==> config.mk <==
export PLATFORM = sky130hd
export DESIGN_NAME = run_length_decoder
export DESIGN_NICKNAME = d
export VERILOG_FILES = /design/src/rld_pkg.sv /design/src/run_length_decoder.sv
export SDC_FILE = /design/constraint.sdc
export NUM_CORES = 1
export LEC_CHECK = 0
export BUFFER_PORTS_ARGS = -buffer_cell sky130_fd_sc_hd__buf_2
export CAP_MARGIN = 20
export CORE_UTILIZATION = 60
export DETAILED_ROUTE_END_ITERATION = 7
export PLACE_DENSITY_LB_ADDON = 0.25
export SLEW_MARGIN = 5
export SYNTH_ARGS = -nofsm -noshare
export SYNTH_HDL_FRONTEND = slang
export SYNTH_SLANG_ARGS = --single-unit
==> constraint.sdc <==
create_clock -name clk_i -period 9.6 [get_ports clk_i]
set_input_delay 0 -clock clk_i [delete_from_list [all_inputs] [get_ports clk_i]]
set_output_delay 0 -clock clk_i [all_outputs]
set_load 0.01 [all_outputs]
==> src/rld_pkg.sv <==
// Shared definitions for the run-length decoder: field widths, header bit
// masks, run kinds and the packed result record. No dependencies.
package rld_pkg;

  // Field widths
  localparam int unsigned ByteW   = 8;
  localparam int unsigned SizeW   = 26;
  localparam int unsigned PosW    = 32;
  localparam int unsigned CapW    = 32;
  localparam int unsigned OutDataW = 40;  // value + length, padded to bytes

  // Header byte masks
  localparam logic [7:0] SizeMask  = 8'h1F;
  localparam logic [7:0] ExtFlag   = 8'h20;
  localparam logic [7:0] ExtMask   = 8'h7F;
  localparam logic [7:0] MoreFlag  = 8'h80;
  localparam logic [7:0] OnesValue = 8'hFF;

  // Capacity after reset
  localparam logic [CapW-1:0] CapReset = 32'hFFFF_FFFF;

  // Run kinds carried in header bits 7..6
  localparam logic [1:0] KindZero    = 2'd0;
  localparam logic [1:0] KindOnes    = 2'd1;
  localparam logic [1:0] KindByte    = 2'd2;
  localparam logic [1:0] KindLiteral = 2'd3;

  // One result as it leaves the decoder
  typedef struct packed {
    logic             corrupt;
    logic             blob_end;
    logic [SizeW-1:0] run_length;
    logic [ByteW-1:0] run_value;
  } result_t;

endpackage

==> src/run_length_decoder.sv <==
// Run-length decoder top level: input register, header/run decode logic
// and result register. Depends on rld_pkg.
//
// Takes one coded byte per transfer on the slave stream (tlast marks the last
// byte of a blob) and returns one run per result on the master stream: value,
// length and the sticky corrupt flag, with tlast on the result of the last
// byte. Runs are reported, not expanded. The block sustains one byte per
// clock cycle while the run sink keeps up. A byte is decoded from the input
// register, and its run is loaded into the result register when the decode
// stage advances; the run is transferred from that register.
// The longest decode path is a 33-bit add and compare against the capacity.
// A run waiting in the result register stalls the input register, header
// bytes included. Header bytes produce a result only when they complete a
// zero or ones run, fail or are last. The capacity register is written on
// the cfg channel, which always accepts; write it only while the block is
// idle. After reset the capacity is 0xFFFFFFFF and no clearing pass is needed.
module run_length_decoder (
  input  logic                        clk_i,
  input  logic                        rst_ni,
  // Capacity write channel
  input  logic                        cfg_valid_i,
  output logic                        cfg_ready_o,
  input  logic [rld_pkg::CapW-1:0]    cfg_data_i,
  // Coded byte stream
  input  logic                        s_axis_tvalid,
  output logic                        s_axis_tready,
  input  logic [7:0]                  s_axis_tdata,   // [7:0] in_byte
  input  logic                        s_axis_tlast,   // is_last
  // Run stream
  output logic                        m_axis_tvalid,
  input  logic                        m_axis_tready,
  output logic [rld_pkg::OutDataW-1:0] m_axis_tdata,  // [7:0] run_value,
                                                      // [33:8] run_length,
                                                      // [39:34] zero
  output logic                        m_axis_tlast,   // blob_end
  output logic                        m_axis_tuser    // corrupt
);

  typedef enum logic [2:0] {
    PhHeader,
    PhExt1,
    PhExt2,
    PhExt3,
    PhLiteral,
    PhValue,
    PhPass,
    PhDrop
  } phase_e;

  // Configuration
  logic [rld_pkg::CapW-1:0] cap_q;

  // Input register
  logic                     in_valid_q;
  logic [7:0]               in_byte_q;
  logic                     in_last_q;

  // Decoder state
  phase_e                    phase_q, phase_d;
  logic [1:0]                kind_q, kind_d;
  logic [rld_pkg::SizeW-1:0] pend_q, pend_d;
  logic [rld_pkg::PosW-1:0]  pos_q, pos_d;
  logic                      err_q, err_d;

  // Result register
  logic                      out_valid_q;
  rld_pkg::result_t          out_q, res_d;
  logic                      have_res;

  // Shared adder
  logic [rld_pkg::SizeW-1:0] add_op;
  logic [rld_pkg::PosW:0]    sum;
  logic                      over_cap;
  logic [rld_pkg::SizeW-1:0] size_cand;

  logic                      advance;

  // Handshakes
  assign cfg_ready_o   = 1'b1;
  assign advance       = in_valid_q && (!out_valid_q || m_axis_tready);
  assign s_axis_tready = !in_valid_q || advance;

  // Capacity register
  always_ff @(posedge clk_i or negedge rst_ni) begin
    if (!rst_ni) begin
      cap_q <= rld_pkg::CapReset;
    end else if (cfg_valid_i && cfg_ready_o) begin
      cap_q <= cfg_data_i;
    end
  end

  // Hold the incoming byte until the decode stage takes it
  always_ff @(posedge clk_i or negedge rst_ni) begin
    if (!rst_ni) begin
      in_valid_q <= 1'b0;
    end else if (s_axis_tready) begin
      in_valid_q <= s_axis_tvalid;
    end
  end

  always_ff @(posedge clk_i) begin
    if (s_axis_tvalid && s_axis_tready) begin
      in_byte_q <= s_axis_tdata;
      in_last_q <= s_axis_tlast;
    end
  end

  // Size seen if this byte finishes a header
  always_comb begin
    if (phase_q == PhHeader) begin
      size_cand = rld_pkg::SizeW'(in_byte_q & rld_pkg::SizeMask);
    end else begin
      size_cand = {pend_q[rld_pkg::SizeW-8:0], in_byte_q[6:0]};
    end
  end

  // Pick the adder operand: header size, one byte, or the pending run
  always_comb begin
    case (phase_q)
      PhLiteral, PhPass: add_op = rld_pkg::SizeW'(1);
      PhValue:           add_op = pend_q;
      default:           add_op = size_cand;
    endcase
  end

  assign sum      = {1'b0, pos_q} + (rld_pkg::PosW + 1)'(add_op);
  assign over_cap = sum > {1'b0, cap_q};

  // Decode one byte
  always_comb begin
    logic hdr_done;
    logic fail;

    phase_d  = phase_q;
    kind_d   = kind_q;
    pend_d   = pend_q;
    pos_d    = pos_q;
    err_d    = err_q;
    have_res = 1'b0;
    res_d    = '0;
    hdr_done = 1'b0;
    fail     = 1'b0;

    case (phase_q)
      PhHeader: begin
        kind_d = in_byte_q[7:6];
        pend_d = size_cand;
        if ((in_byte_q & rld_pkg::ExtFlag) == 8'h00) begin
          hdr_done = 1'b1;
        end else begin
          phase_d = PhExt1;
        end
      end
      PhExt1, PhExt2, PhExt3: begin
        pend_d = size_cand;
        if ((in_byte_q & rld_pkg::MoreFlag) == 8'h00) begin
          hdr_done = 1'b1;
        end else if (phase_q == PhExt3) begin
          fail = 1'b1;
        end else if (phase_q == PhExt1) begin
          phase_d = PhExt2;
        end else begin
          phase_d = PhExt3;
        end
      end
      PhLiteral: begin
        have_res           = 1'b1;
        res_d.run_value    = in_byte_q;
        res_d.run_length   = rld_pkg::SizeW'(1);
        pos_d              = sum[rld_pkg::PosW-1:0];
        pend_d             = pend_q - rld_pkg::SizeW'(1);
        if (pend_d == '0) begin
          phase_d = PhHeader;
        end
      end
      PhValue: begin
        have_res           = 1'b1;
        res_d.run_value    = in_byte_q;
        res_d.run_length   = pend_q;
        pos_d              = sum[rld_pkg::PosW-1:0];
        phase_d            = PhHeader;
      end
      PhPass: begin
        if (over_cap) begin
          fail = 1'b1;
        end else begin
          have_res         = 1'b1;
          res_d.run_value  = in_byte_q;
          res_d.run_length = rld_pkg::SizeW'(1);
          pos_d            = sum[rld_pkg::PosW-1:0];
        end
      end
      default: begin
        // discard the rest of a corrupt blob
      end
    endcase

    // Finish a header: capacity check, then act on the run kind
    if (hdr_done) begin
      if (over_cap) begin
        fail = 1'b1;
      end else begin
        case (kind_d)
          rld_pkg::KindLiteral: begin
            phase_d = (size_cand == '0) ? PhPass : PhLiteral;
          end
          rld_pkg::KindZero: begin
            have_res         = 1'b1;
            res_d.run_length = size_cand;
            pos_d            = sum[rld_pkg::PosW-1:0];
            phase_d          = PhHeader;
          end
          rld_pkg::KindOnes: begin
            have_res         = 1'b1;
            res_d.run_value  = rld_pkg::OnesValue;
            res_d.run_length = size_cand;
            pos_d            = sum[rld_pkg::PosW-1:0];
            phase_d          = PhHeader;
          end
          default: begin
            phase_d = PhValue;
          end
        endcase
      end
    end

    // Error: status-only result, drop the rest of the blob
    if (fail) begin
      err_d    = 1'b1;
      phase_d  = PhDrop;
      have_res = 1'b1;
      res_d.run_value  = '0;
      res_d.run_length = '0;
    end

    res_d.blob_end = in_last_q;
    res_d.corrupt  = err_d;

    // Last byte always reports, then the blob state clears
    if (in_last_q) begin
      have_res = 1'b1;
      phase_d  = PhHeader;
      kind_d   = rld_pkg::KindZero;
      pend_d   = '0;
      pos_d    = '0;
      err_d    = 1'b0;
    end
  end

  // Advance decoder state
  always_ff @(posedge clk_i or negedge rst_ni) begin
    if (!rst_ni) begin
      phase_q <= PhHeader;
      kind_q  <= rld_pkg::KindZero;
      pend_q  <= '0;
      pos_q   <= '0;
      err_q   <= 1'b0;
    end else if (advance) begin
      phase_q <= phase_d;
      kind_q  <= kind_d;
      pend_q  <= pend_d;
      pos_q   <= pos_d;
      err_q   <= err_d;
    end
  end

  // Result register
  always_ff @(posedge clk_i or negedge rst_ni) begin
    if (!rst_ni) begin
      out_valid_q <= 1'b0;
    end else if (advance && have_res) begin
      out_valid_q <= 1'b1;
    end else if (m_axis_tready) begin
      out_valid_q <= 1'b0;
    end
  end

  always_ff @(posedge clk_i) begin
    if (advance && have_res) begin
      out_q <= res_d;
    end
  end

  assign m_axis_tvalid = out_valid_q;
  assign m_axis_tdata  = {{(rld_pkg::OutDataW - rld_pkg::SizeW - rld_pkg::ByteW){1'b0}},
                          out_q.run_length, out_q.run_value};
  assign m_axis_tlast  = out_q.blob_end;
  assign m_axis_tuser  = out_q.corrupt;

  // An error always parks the decoder in the discard phase
  a_err_drop: assert property (@(posedge clk_i) disable iff (!rst_ni)
    err_q |-> (phase_q == PhDrop))
    else $error("error flag set outside discard phase");

  // The last byte of a blob leaves clean state behind
  a_last_clears: assert property (@(posedge clk_i) disable iff (!rst_ni)
    (advance && in_last_q) |=> (phase_q == PhHeader && pos_q == '0 && !err_q))
    else $error("blob state not cleared after last byte");

  // A corrupt result before the end of the blob is the status-only one
  a_corrupt_status: assert property (@(posedge clk_i) disable iff (!rst_ni)
    (m_axis_tvalid && !m_axis_tlast && m_axis_tuser) |-> (out_q.run_length == '0))
    else $error("corrupt mid-blob result carries a run");

endmodule

# Word-level counts from Yosys, hierarchy flattened
# Cells that the tools add are included.
# classes
reduce_logical	21
eq_ne	8
addsub	2
magnitude_cmp	1
mux	50
# op_table
operator	count
2-to-1 mux 32 bit	5
case mux 26 bit (2 select lines)	2
case mux 34 bit (3 select lines)	1
2-to-1 mux 26 bit	3
2-to-1 mux 34 bit	2
case mux 32 bit (2 select lines)	1
zero test 26 bit	2
adder 32 x 26 -> 33 bit	1
> comparator 33 x 32 -> 1 bit	1
subtractor 26 x 1 -> 26 bit, second input constant	1
2-to-1 mux 3 bit	8
2-to-1 mux 1 bit	18
zero test 8 bit	2
case mux 3 bit (4 select lines)	1
== test 3 bit, second input constant	3
2-to-1 mux 9 bit	1
2-to-1 mux 8 bit	1
== test 3 x 2 -> 1 bit, second input constant	2
2-to-1 mux 2 bit	3
case mux 1 bit (2 select lines)	3
case mux 3 bit (2 select lines)	1
OR reduction 2 bit	3
OR reduction 4 bit	1
== test 3 x 1 -> 1 bit, second input constant	1
other kinds (11)	15
# totals
regBits	143
out_inout_bits	45
elab_cells	96

# Logic depth before layout (Yosys ltp)
# Gate-level depths: netlist of run 1.
# logic_depth
ltp_word	14
depth_mapped	27

# Least setup slack after synthesis of run 1
# No wires, ideal clock.
# synth_timing
path_type	flip-flop to flip-flop
from	register phase_q[2]
to	register out_q (netlist bit m_axis_tdata[0]), enable pin
required_ns	9.171
path_stages_with_launch	25
path_buffers	4
period_less_slack_ns	7.436
arrival_time_ns	7.007
slack_ns	2.164
cell_sequence	dfrtp_1 -> clkbuf_1 -> nand2_1 -> nor2_1 -> clkbuf_1 -> clkbuf_1 -> a22oi_1 -> ha_1 -> fa_1 -> a211oi_1 -> o311a_1 -> a2bb2oi_1 -> nand2b_1 -> a211o_1 -> xor2_1 -> ha_1 -> nand4_1 -> or4_1 -> nor4_1 -> o21a_2 -> nor4bb_1 -> and2_1 -> buf_2 -> nor4b_1 -> nor2_1
# synth_between
elab_chain_cells	13
# synth_lines
item	line	rtl
start, declared	run_length_decoder.sv:59	phase_e phase_q, phase_d;
start signal, assigned	run_length_decoder.sv:253	phase_q <= PhHeader;
start signal, assigned	run_length_decoder.sv:259	phase_q <= phase_d;
== test 3 bit or zero test 3 bit (tied branches)	run_length_decoder.sv:119, run_length_decoder.sv:144, run_length_decoder.sv:110	
OR reduction 2 bit or 2-to-1 mux 26 bit (tied branches)	run_length_decoder.sv:119, run_length_decoder.sv:110	
case mux 26 bit (2 select lines)	run_length_decoder.sv:119	case (phase_q)
adder 32 x 26 -> 33 bit	run_length_decoder.sv:126	assign sum = {1'b0, pos_q} + (rld_pkg::PosW + 1)'(add_op);
> comparator 33 x 32 -> 1 bit	run_length_decoder.sv:127	assign over_cap = sum > {1'b0, cap_q};
2-to-1 mux 1 bit	run_length_decoder.sv:184	if (over_cap) begin
case mux 1 bit (2 select lines)	run_length_decoder.sv:144	case (phase_q)
2-to-1 mux 1 bit	run_length_decoder.sv:203	case (kind_d)
2-to-1 mux 1 bit	run_length_decoder.sv:200	if (over_cap) begin
2-to-1 mux 1 bit	run_length_decoder.sv:199	if (hdr_done) begin
2-to-1 mux 1 bit *	run_length_decoder.sv:228	if (fail) begin
2-to-1 mux 1 bit *	run_length_decoder.sv:240	if (in_last_q) begin
logical AND 1 bit *	run_length_decoder.sv:279	if (advance && have_res) begin
end signal, assigned	run_length_decoder.sv:280	out_q <= res_d;
end, declared	run_length_decoder.sv:67	rld_pkg::result_t out_q, res_d;
# Mark *: on every way between the ends. The rest lies on a longest branch, timed or not.
# A chain may end at the register's enable or synchronous reset.

# Worst setup path in the final report of run 1
# layout_timing
from	register phase_q[2]
to	register out_q (netlist bit m_axis_tdata[32]), enable pin
# Same word-level chain as after synthesis.

==> results of run 1 <==
[through the flow]
step / power, mW / hold WS (ps) / util [%] / cells
after floorplan: 2.08 / -296 / - / 1016
after global routing: 3.42 / 136 / 71.0 / 1293
after global placement: 2.44 / 6.00 / 64.0 / 1216
after CTS: 3.18 / 110 / 70.9 / 1292
final: 3.22 / 85.9 / 71.0 / 1293
after detailed placement: 2.47 / 14.5 / 64.0 / 1216
[Yosys cell counts (all sizes together), types with 4 or more instances]
cell type | n | area [sq um]
a211oi | 7 | 52.6
a21o | 9 | 67.6
a21oi | 65 | 337
a22o | 75 | 657
a22oi | 10 | 75.1
a31oi | 4 | 25.0
and2 | 7 | 43.8
and3 | 6 | 37.5
buf | 21 | 131
clkbuf | 57 | 214
dfrtp | 66 | 1650
dfstp | 32 | 841
edfxtp | 45 | 1350
ha | 60 | 751
inv | 52 | 195
nand2 | 102 | 383
nand2b | 14 | 87.6
nand3 | 26 | 130
nand4 | 16 | 106
nor2 | 52 | 195
nor2b | 4 | 25.0
nor3 | 23 | 120
nor3b | 5 | 37.5
nor4 | 6 | 37.5
o2111ai | 4 | 35.0
o211ai | 8 | 60.1
o21a | 9 | 68.8
o21ai | 89 | 445
o21bai | 6 | 45.0
o22ai | 8 | 50.1
o31a | 6 | 52.6
o31ai | 7 | 57.6
or2 | 6 | 37.5
or3 | 6 | 37.5
or4 | 5 | 45.0
xnor2 | 23 | 201
xor2 | 15 | 131
[state kept, by name, indices dropped and copies added (netlist names)]
signal and cells:
err_q 1, m_axis_tdata 34, phase_q 3, cap_q 32, kind_q 2, in_byte_q 8, m_axis_tvalid 1, m_axis_tuser 1
pend_q 26, in_valid_q 1, m_axis_tlast 1, in_last_q 1, pos_q 32
[worst register-to-register path, cell delays in order, from the launching register on]
cell,delay (ps)
dfrtp_1,730
nand2_1,190
nor2_4,760
a22oi_1,220
ha_1,280
fa_1,430
a211oi_1,330
o311a_1,260
a2bb2oi_1,490
a21oi_1,190
a21o_1,220
a21oi_1,200
xnor2_1,120
ha_1,330
nand4_1,210
or4_1,610
nor4_1,190
o21a_2,220
nor4bb_1,320
and2_1,400
nor4b_1,150
nor2_4,830
[metal layers]
metal	vias up	track usage [%]	share of wire [%]
met5	-	0	0
met3	61	4.98	7.0
met2	391	52.1	46
met1	3958	46.8	44
met4	0	13.8	2.9
li1	3893	-	-
[power breakdown]
| group | switching, mW | internal, mW |
|---|---|---|
| clock | 0.271 | 0.415 |
| combinational | 0.903 | 0.572 |
| sequential | 0.236 | 0.821 |
[worst max-delay path by stage]
| stage | depth (start not counted) | slack, ps | to |
|---|---|---|---|
| finish | 21 | 1500 | m_axis_tdata[32]$_SDFFCE_PP0P_ |
| global route | 21 | 1000 | m_axis_tdata[32]$_SDFFCE_PP0P_ |
| CTS | 21 | 1630 | m_axis_tdata[23]$_SDFFCE_PP0P_ |
| detailed placement | 21 | 1800 | m_axis_tdata[32]$_SDFFCE_PP0P_ |
| global placement | 21 | 2030 | m_axis_tdata[32]$_SDFFCE_PP0P_ |
| floorplan | 24 | 2160 | m_axis_tdata[0]$_SDFFCE_PP0P_ |
[repair_timing]
| action | in CTS | in global routing |
|---|---|---|
| endpoints found under the hold margin | 82 | 0 |
| hold buffers | 44 | 0 |
| gates resized for setup | 0 | 0 |
[cells in the final DEF (no fill, tap or decap), drive strengths merged, types with 10 or more instances in the layout]
master         n
clkbuf        18
inv           56
dfrtp         66
o21ai         89
nand2b        14
edfxtp        45
nor2          52
nand4         16
nor3          23
a22o          75
xnor2         23
a21oi         65
nand2        102
nand3         26
dlygate4sd3   44
xor2          15
buf           91
dfstp         32
a22oi         10
ha            60
[cells by family (layout without fill, tap and decap cells)]
group,Yosys count,in the layout,synth area share (%)
AOI/OAI and AO/OA,340,340,25.0
and+or+nand+nor,291,291,15.4
DFF,143,143,41.2
buffers and inverters,130,219,5.79
adders and majority gates,61,61,8.26
xor gates and xnor gates,38,38,3.57
muxes,6,6,0.684
other,2,7,0.0805
[area by class of cell]
class                   count  area share, %
clock inverters            14           1.51
clock buffers              18           4.07
well taps                 188           2.18
multi-input cells         743           46.2
inverters                  52           1.81
repair buffers            135           8.58
flip-flops and latches    143           35.6
==> run summary, run 1 <==
status -> complete, no violations
crit path kind -> flip-flop to flip-flop
Critical R2R Capture -> m_axis_tdata[32]$_SDFFCE_PP0P_
initial DRC count -> 1071
Top Family by Delay on Critical Path -> simple AND/OR/NAND/NOR gates
Tmin final -> 8100 ps
first-pass GRT wire length -> 41600 um
drt first pass iters -> 5
number of synthesized flops with an enable pin -> 45
Via Count -> 8303
clock net sink count -> 143
filler instances -> 1138
Power Dens Cells -> 298 nW/um^2
vias in the first global route -> 7985
Fmax -> 123 MHz
critical path's slowest cell -> nor2_4
Main synth FF type -> dfrtp_1
nets -> 1199
part of the cycle the worst path needs -> 84.4%
relative slew slack -> 30.3%
worst min-delay path category -> input port to asynchronous set/reset pin
clk slew on worst S/H paths -> 60 ps
ANT nets after route -> 0
Slew Limit Fails -> 0
Core Box Area -> 15200 sq um
Worst Path Required -> 9650 ps
DP HPWL -> 16900 um
Root Buffer -> clkbuf_16
CP Buf/Inv Count -> 0
Max clock buf depth -> 2
Die W -> 127 um
DP Worst Slack -> 1800 ps
initial antenna violation count -> 0
Yosys reg bits -> 143
peak supply drop -> 0.160 mV
CTS tree -> built
Port-buffer cells -> 83
sequential area share after synthesis -> 41.2%
share of cells above drive strength 1 -> 15.6%
initial core utilization -> 61.4%
Arr. time, crit path -> 8150 ps
synthesized area -> 9330 sq um
clk_skew -> 10.8 ps
all-layer global routing usage -> 33.4%
RSZ-0062 raised after global routing -> false
Crit. Startpoint -> phase_q[2]$_DFFE_PN0P_
Max-cap violations -> 0
Worst-Skew Late Latency -> 430 ps
area delta synth->final -> 15.7%
DRC violations left -> 0
fin area -> 10800 sq um
wire per inst -> 19.6 um
synth unique cells -> 76
Syn Inst Count -> 1011
reg2reg start -> phase_q[2]$_DFFE_PN0P_
FF-to-FF path depth -> 21
H-tree Lvls -> 4
Worst path max stage delay -> 830 ps
Setup TNS -> 0 ps
gr ovfl total -> 0
largest net degree at the start of global routing -> 64
crit-path cells -> nand2_1, nor2_4, a22oi_1, ha_1, fa_1, a211oi_1, o311a_1, a2bb2oi_1, a21oi_1, a21o_1, a21oi_1, xnor2_1, ha_1, nand4_1, or4_1, nor4_1, o21a_2, nor4bb_1, and2_1, nor4b_1, nor2_4
syn avg cell area -> 9.23 sq um
sequential cell area -> 3840 sq um
number of diodes -> 0
P_leak -> 4.79 nW
Die ar. -> 16100 sq um
die height -> 127 um
I/O pin total -> 91
area of the multi-input gates -> 4990 sq um
placed inst area -> 9730 sq um
setup bufs post-CTS -> 0
Post-synth ARST share -> 68.5%
warnings from Yosys -> 0
CP max FO -> 48
worst slew pin tran -> 1040 ps
crit end category -> flip-flop
Hold Vio Cnt, Final -> 0
FP Rows -> 45
gp weighted congestion -> 0.954
CP Launch Type -> flip-flop
Vias/cell -> 6.42
CTS Buf Count -> 17
final worst slack -> 1500 ps
Final Setup Violations -> 0
reg2reg setup slack -> 1500 ps
WL final -> 25300 um
Note: power is estimated with default switching activity, not from simulation.
==> inputs of run 2 (changes only) <==
Clock period 9.6 ns to 8.1 ns, I/O delays scaled along.
==> run 2 against run 1 <==
Cell area decreased by 0.29%. Final cell count increased by 0.39%. Combinational power increased by 20%. Critical path type unchanged.
==> run summary, run 2 (synthesized netlist as in run 1, its figures left out) <==
status -> complete, no violations (unchanged)
Max clock buf depth -> 2 (unchanged)
Port-buffer cells -> 83 (unchanged)
part of the cycle the worst path needs -> 92.6% (was 84.4%)
P_leak -> 4.78 nW (was 4.79 nW)
ANT nets after route -> 0 (unchanged)
Slew Limit Fails -> 0 (unchanged)
Cells after DPL -> 1220 (was 1216)
peak supply drop -> 0.216 mV (was 0.160 mV)
filler instances -> 1166 (was 1138)
clock net sink count -> 143 (unchanged)
Final Setup Violations -> 0 (unchanged)
Via Count -> 8441 (was 8303)
commonest non-fill, non-tap cell in the layout -> nand2_1 (unchanged)
share of cells above drive strength 1 -> 15.9% (was 15.6%)
all-layer global routing usage -> 32.2% (was 33.4%)
vias in the first global route -> 7791 (was 7985)
DRC violations left -> 0 (unchanged)
crit end category -> flip-flop (unchanged)
area delta synth->final -> 15.3% (was 15.7%)
gr ovfl total -> 0 (unchanged)
Power Dens Cells -> 347 nW/um^2 (was 298 nW/um^2)
Setup TNS -> 0 ps (unchanged)
worst min-delay path category -> input port to asynchronous set/reset pin (unchanged)
initial core utilization -> 61.4% (unchanged)
I/O pin total -> 91 (unchanged)
die height -> 127 um (unchanged)
FP Rows -> 45 (unchanged)
Core Util, Final -> 70.8% (was 71.0%)
CP max FO -> 47 (was 48)
nets -> 1204 (was 1199)
WL final -> 25100 um (was 25300 um)
Tmin final -> 7500 ps (was 8100 ps)
worst slew pin tran -> 918 ps (was 1040 ps)
initial DRC count -> 895 (was 1071)
Die W -> 127 um (unchanged)
Worst Path Required -> 8270 ps (was 9650 ps)
number of flip-flops in the largest register -> 34 (unchanged)
RSZ-0062 raised after global routing -> false (unchanged)
CTS Buf Count -> 17 (unchanged)
wire per inst -> 19.4 um (was 19.6 um)
relative slew slack -> 38.8% (was 30.3%)
first-pass GRT wire length -> 39900 um (was 41600 um)
setup bufs post-CTS -> 0 (unchanged)
DP HPWL -> 16800 um (was 16900 um)
Fmax -> 133 MHz (was 123 MHz)
gp weighted congestion -> 0.982 (was 0.954)
clk_skew -> 8.96 ps (was 10.8 ps)
CTS tree -> built (unchanged)
Vias/cell -> 6.50 (was 6.42)
drt first pass iters -> 6 (was 5)
largest net degree at the start of global routing -> 71 (was 64)
Hold Vio Cnt, Final -> 0 (unchanged)
Root Buffer -> clkbuf_16 (unchanged)
number of diodes -> 0 (unchanged)
H-tree Lvls -> 4 (unchanged)
post_cts resized -> 0 (unchanged)
crit path kind -> flip-flop to flip-flop (unchanged)
Final Power -> 3.74 mW (was 3.22 mW)
Die ar. -> 16100 sq um (unchanged)
most frequent cells in the layout -> nand2_1, o21ai_0, buf_2 (unchanged)
Core Box Area -> 15200 sq um (unchanged)
Max-cap violations -> 0 (unchanged)
CP Launch Type -> flip-flop (unchanged)
clk slew on worst S/H paths -> 60 ps (about the same)
cts hold-fix bufs -> 45 (was 44)
initial antenna violation count -> 0 (unchanged)
post-route insts no fill -> 1298 (was 1293)
Worst-Skew Late Latency -> 440 ps (was 430 ps)
Arr. time, crit path -> 7680 ps (was 8150 ps)
run 2: changes by cell type in the layout (fill, tap and decap cells not counted), moves of 2 or more:
cell / delta
buf_4: +4
bufinv_16: -3
clkbuf_1: +2
clkinv_1: -3
clkinv_2: +2
clkinv_4: +3
inv_6: -2
run 2: worst paths after layout:
kind	start	end	slack, ps	depth (start not counted)
worst max-delay path	phase_q[2]$_DFFE_PN0P_	m_axis_tdata[17]$_SDFFCE_PP0P_	600	21
worst min-delay path	rst_ni	pend_q[23]$_DFFE_PN0P_	30	2
worst max register to register	phase_q[2]$_DFFE_PN0P_	m_axis_tdata[17]$_SDFFCE_PP0P_	600	21
worst min register to register	err_q$_DFFE_PN0P_	err_q$_DFFE_PN0P_	490	1
max in group asynchronous	rst_ni	pos_q[7]$_DFFE_PN0P_	6820	3
min in group clk_i	cfg_valid_i	cap_q[3]$_DFFE_PN1P_	180	3
run 2: layout make-up:
class | count | area [sq um] | share of cell area [%]
repair buffers | 140 | 962 | 8.94
inverters | 52 | 195 | 1.81
clock buffers | 20 | 447 | 4.15
clock inverters | 12 | 87.6 | 0.814
well taps | 188 | 235 | 2.19
multi-input cells | 743 | 4990 | 46.4
flip-flops and latches | 143 | 3840 | 35.7
run 2: per-layer routing:
metal	routed length [um]	track usage, %
met1	10600	43.8
met2	11600	51.6
met3	2050	5.57
met4	795	12.7
met5	0	0
run 2: metrics by stage:
stage	hold WS, ps	worst slack [ps]	area, sq um
CTS	38.3	818	10700
floorplan	-296	664	9350
global route	62.3	227	10800
detailed placement	-46.6	903	9760
global placement	-50.8	1170	9760
finish	25.5	596	10800
run 2: power breakdown:
part | internal (mW) | switching [mW] | leakage, nW
Clock | 0.399 | 0.323 | 0.250
Sequential | 0.972 | 0.272 | 1.67
Combinational | 0.685 | 1.09 | 2.86
run 2: critical path, cell delays in order, from the launching register on:
cell      delay (ps)
dfrtp_1          770
nand2_1          200
nor2_4           120
buf_4            400
nand2_1          140
nand2_1          130
ha_1             250
a211oi_1         200
o21ai_0          210
o21ai_0          420
a21oi_1          170
o211ai_1         550
o311ai_0         280
ha_1             380
nand4_1          140
or2_2            330
o311ai_0         530
o21ai_1          290
a41o_1           450
nor4b_1          710
nor2_4           250
buf_4            300
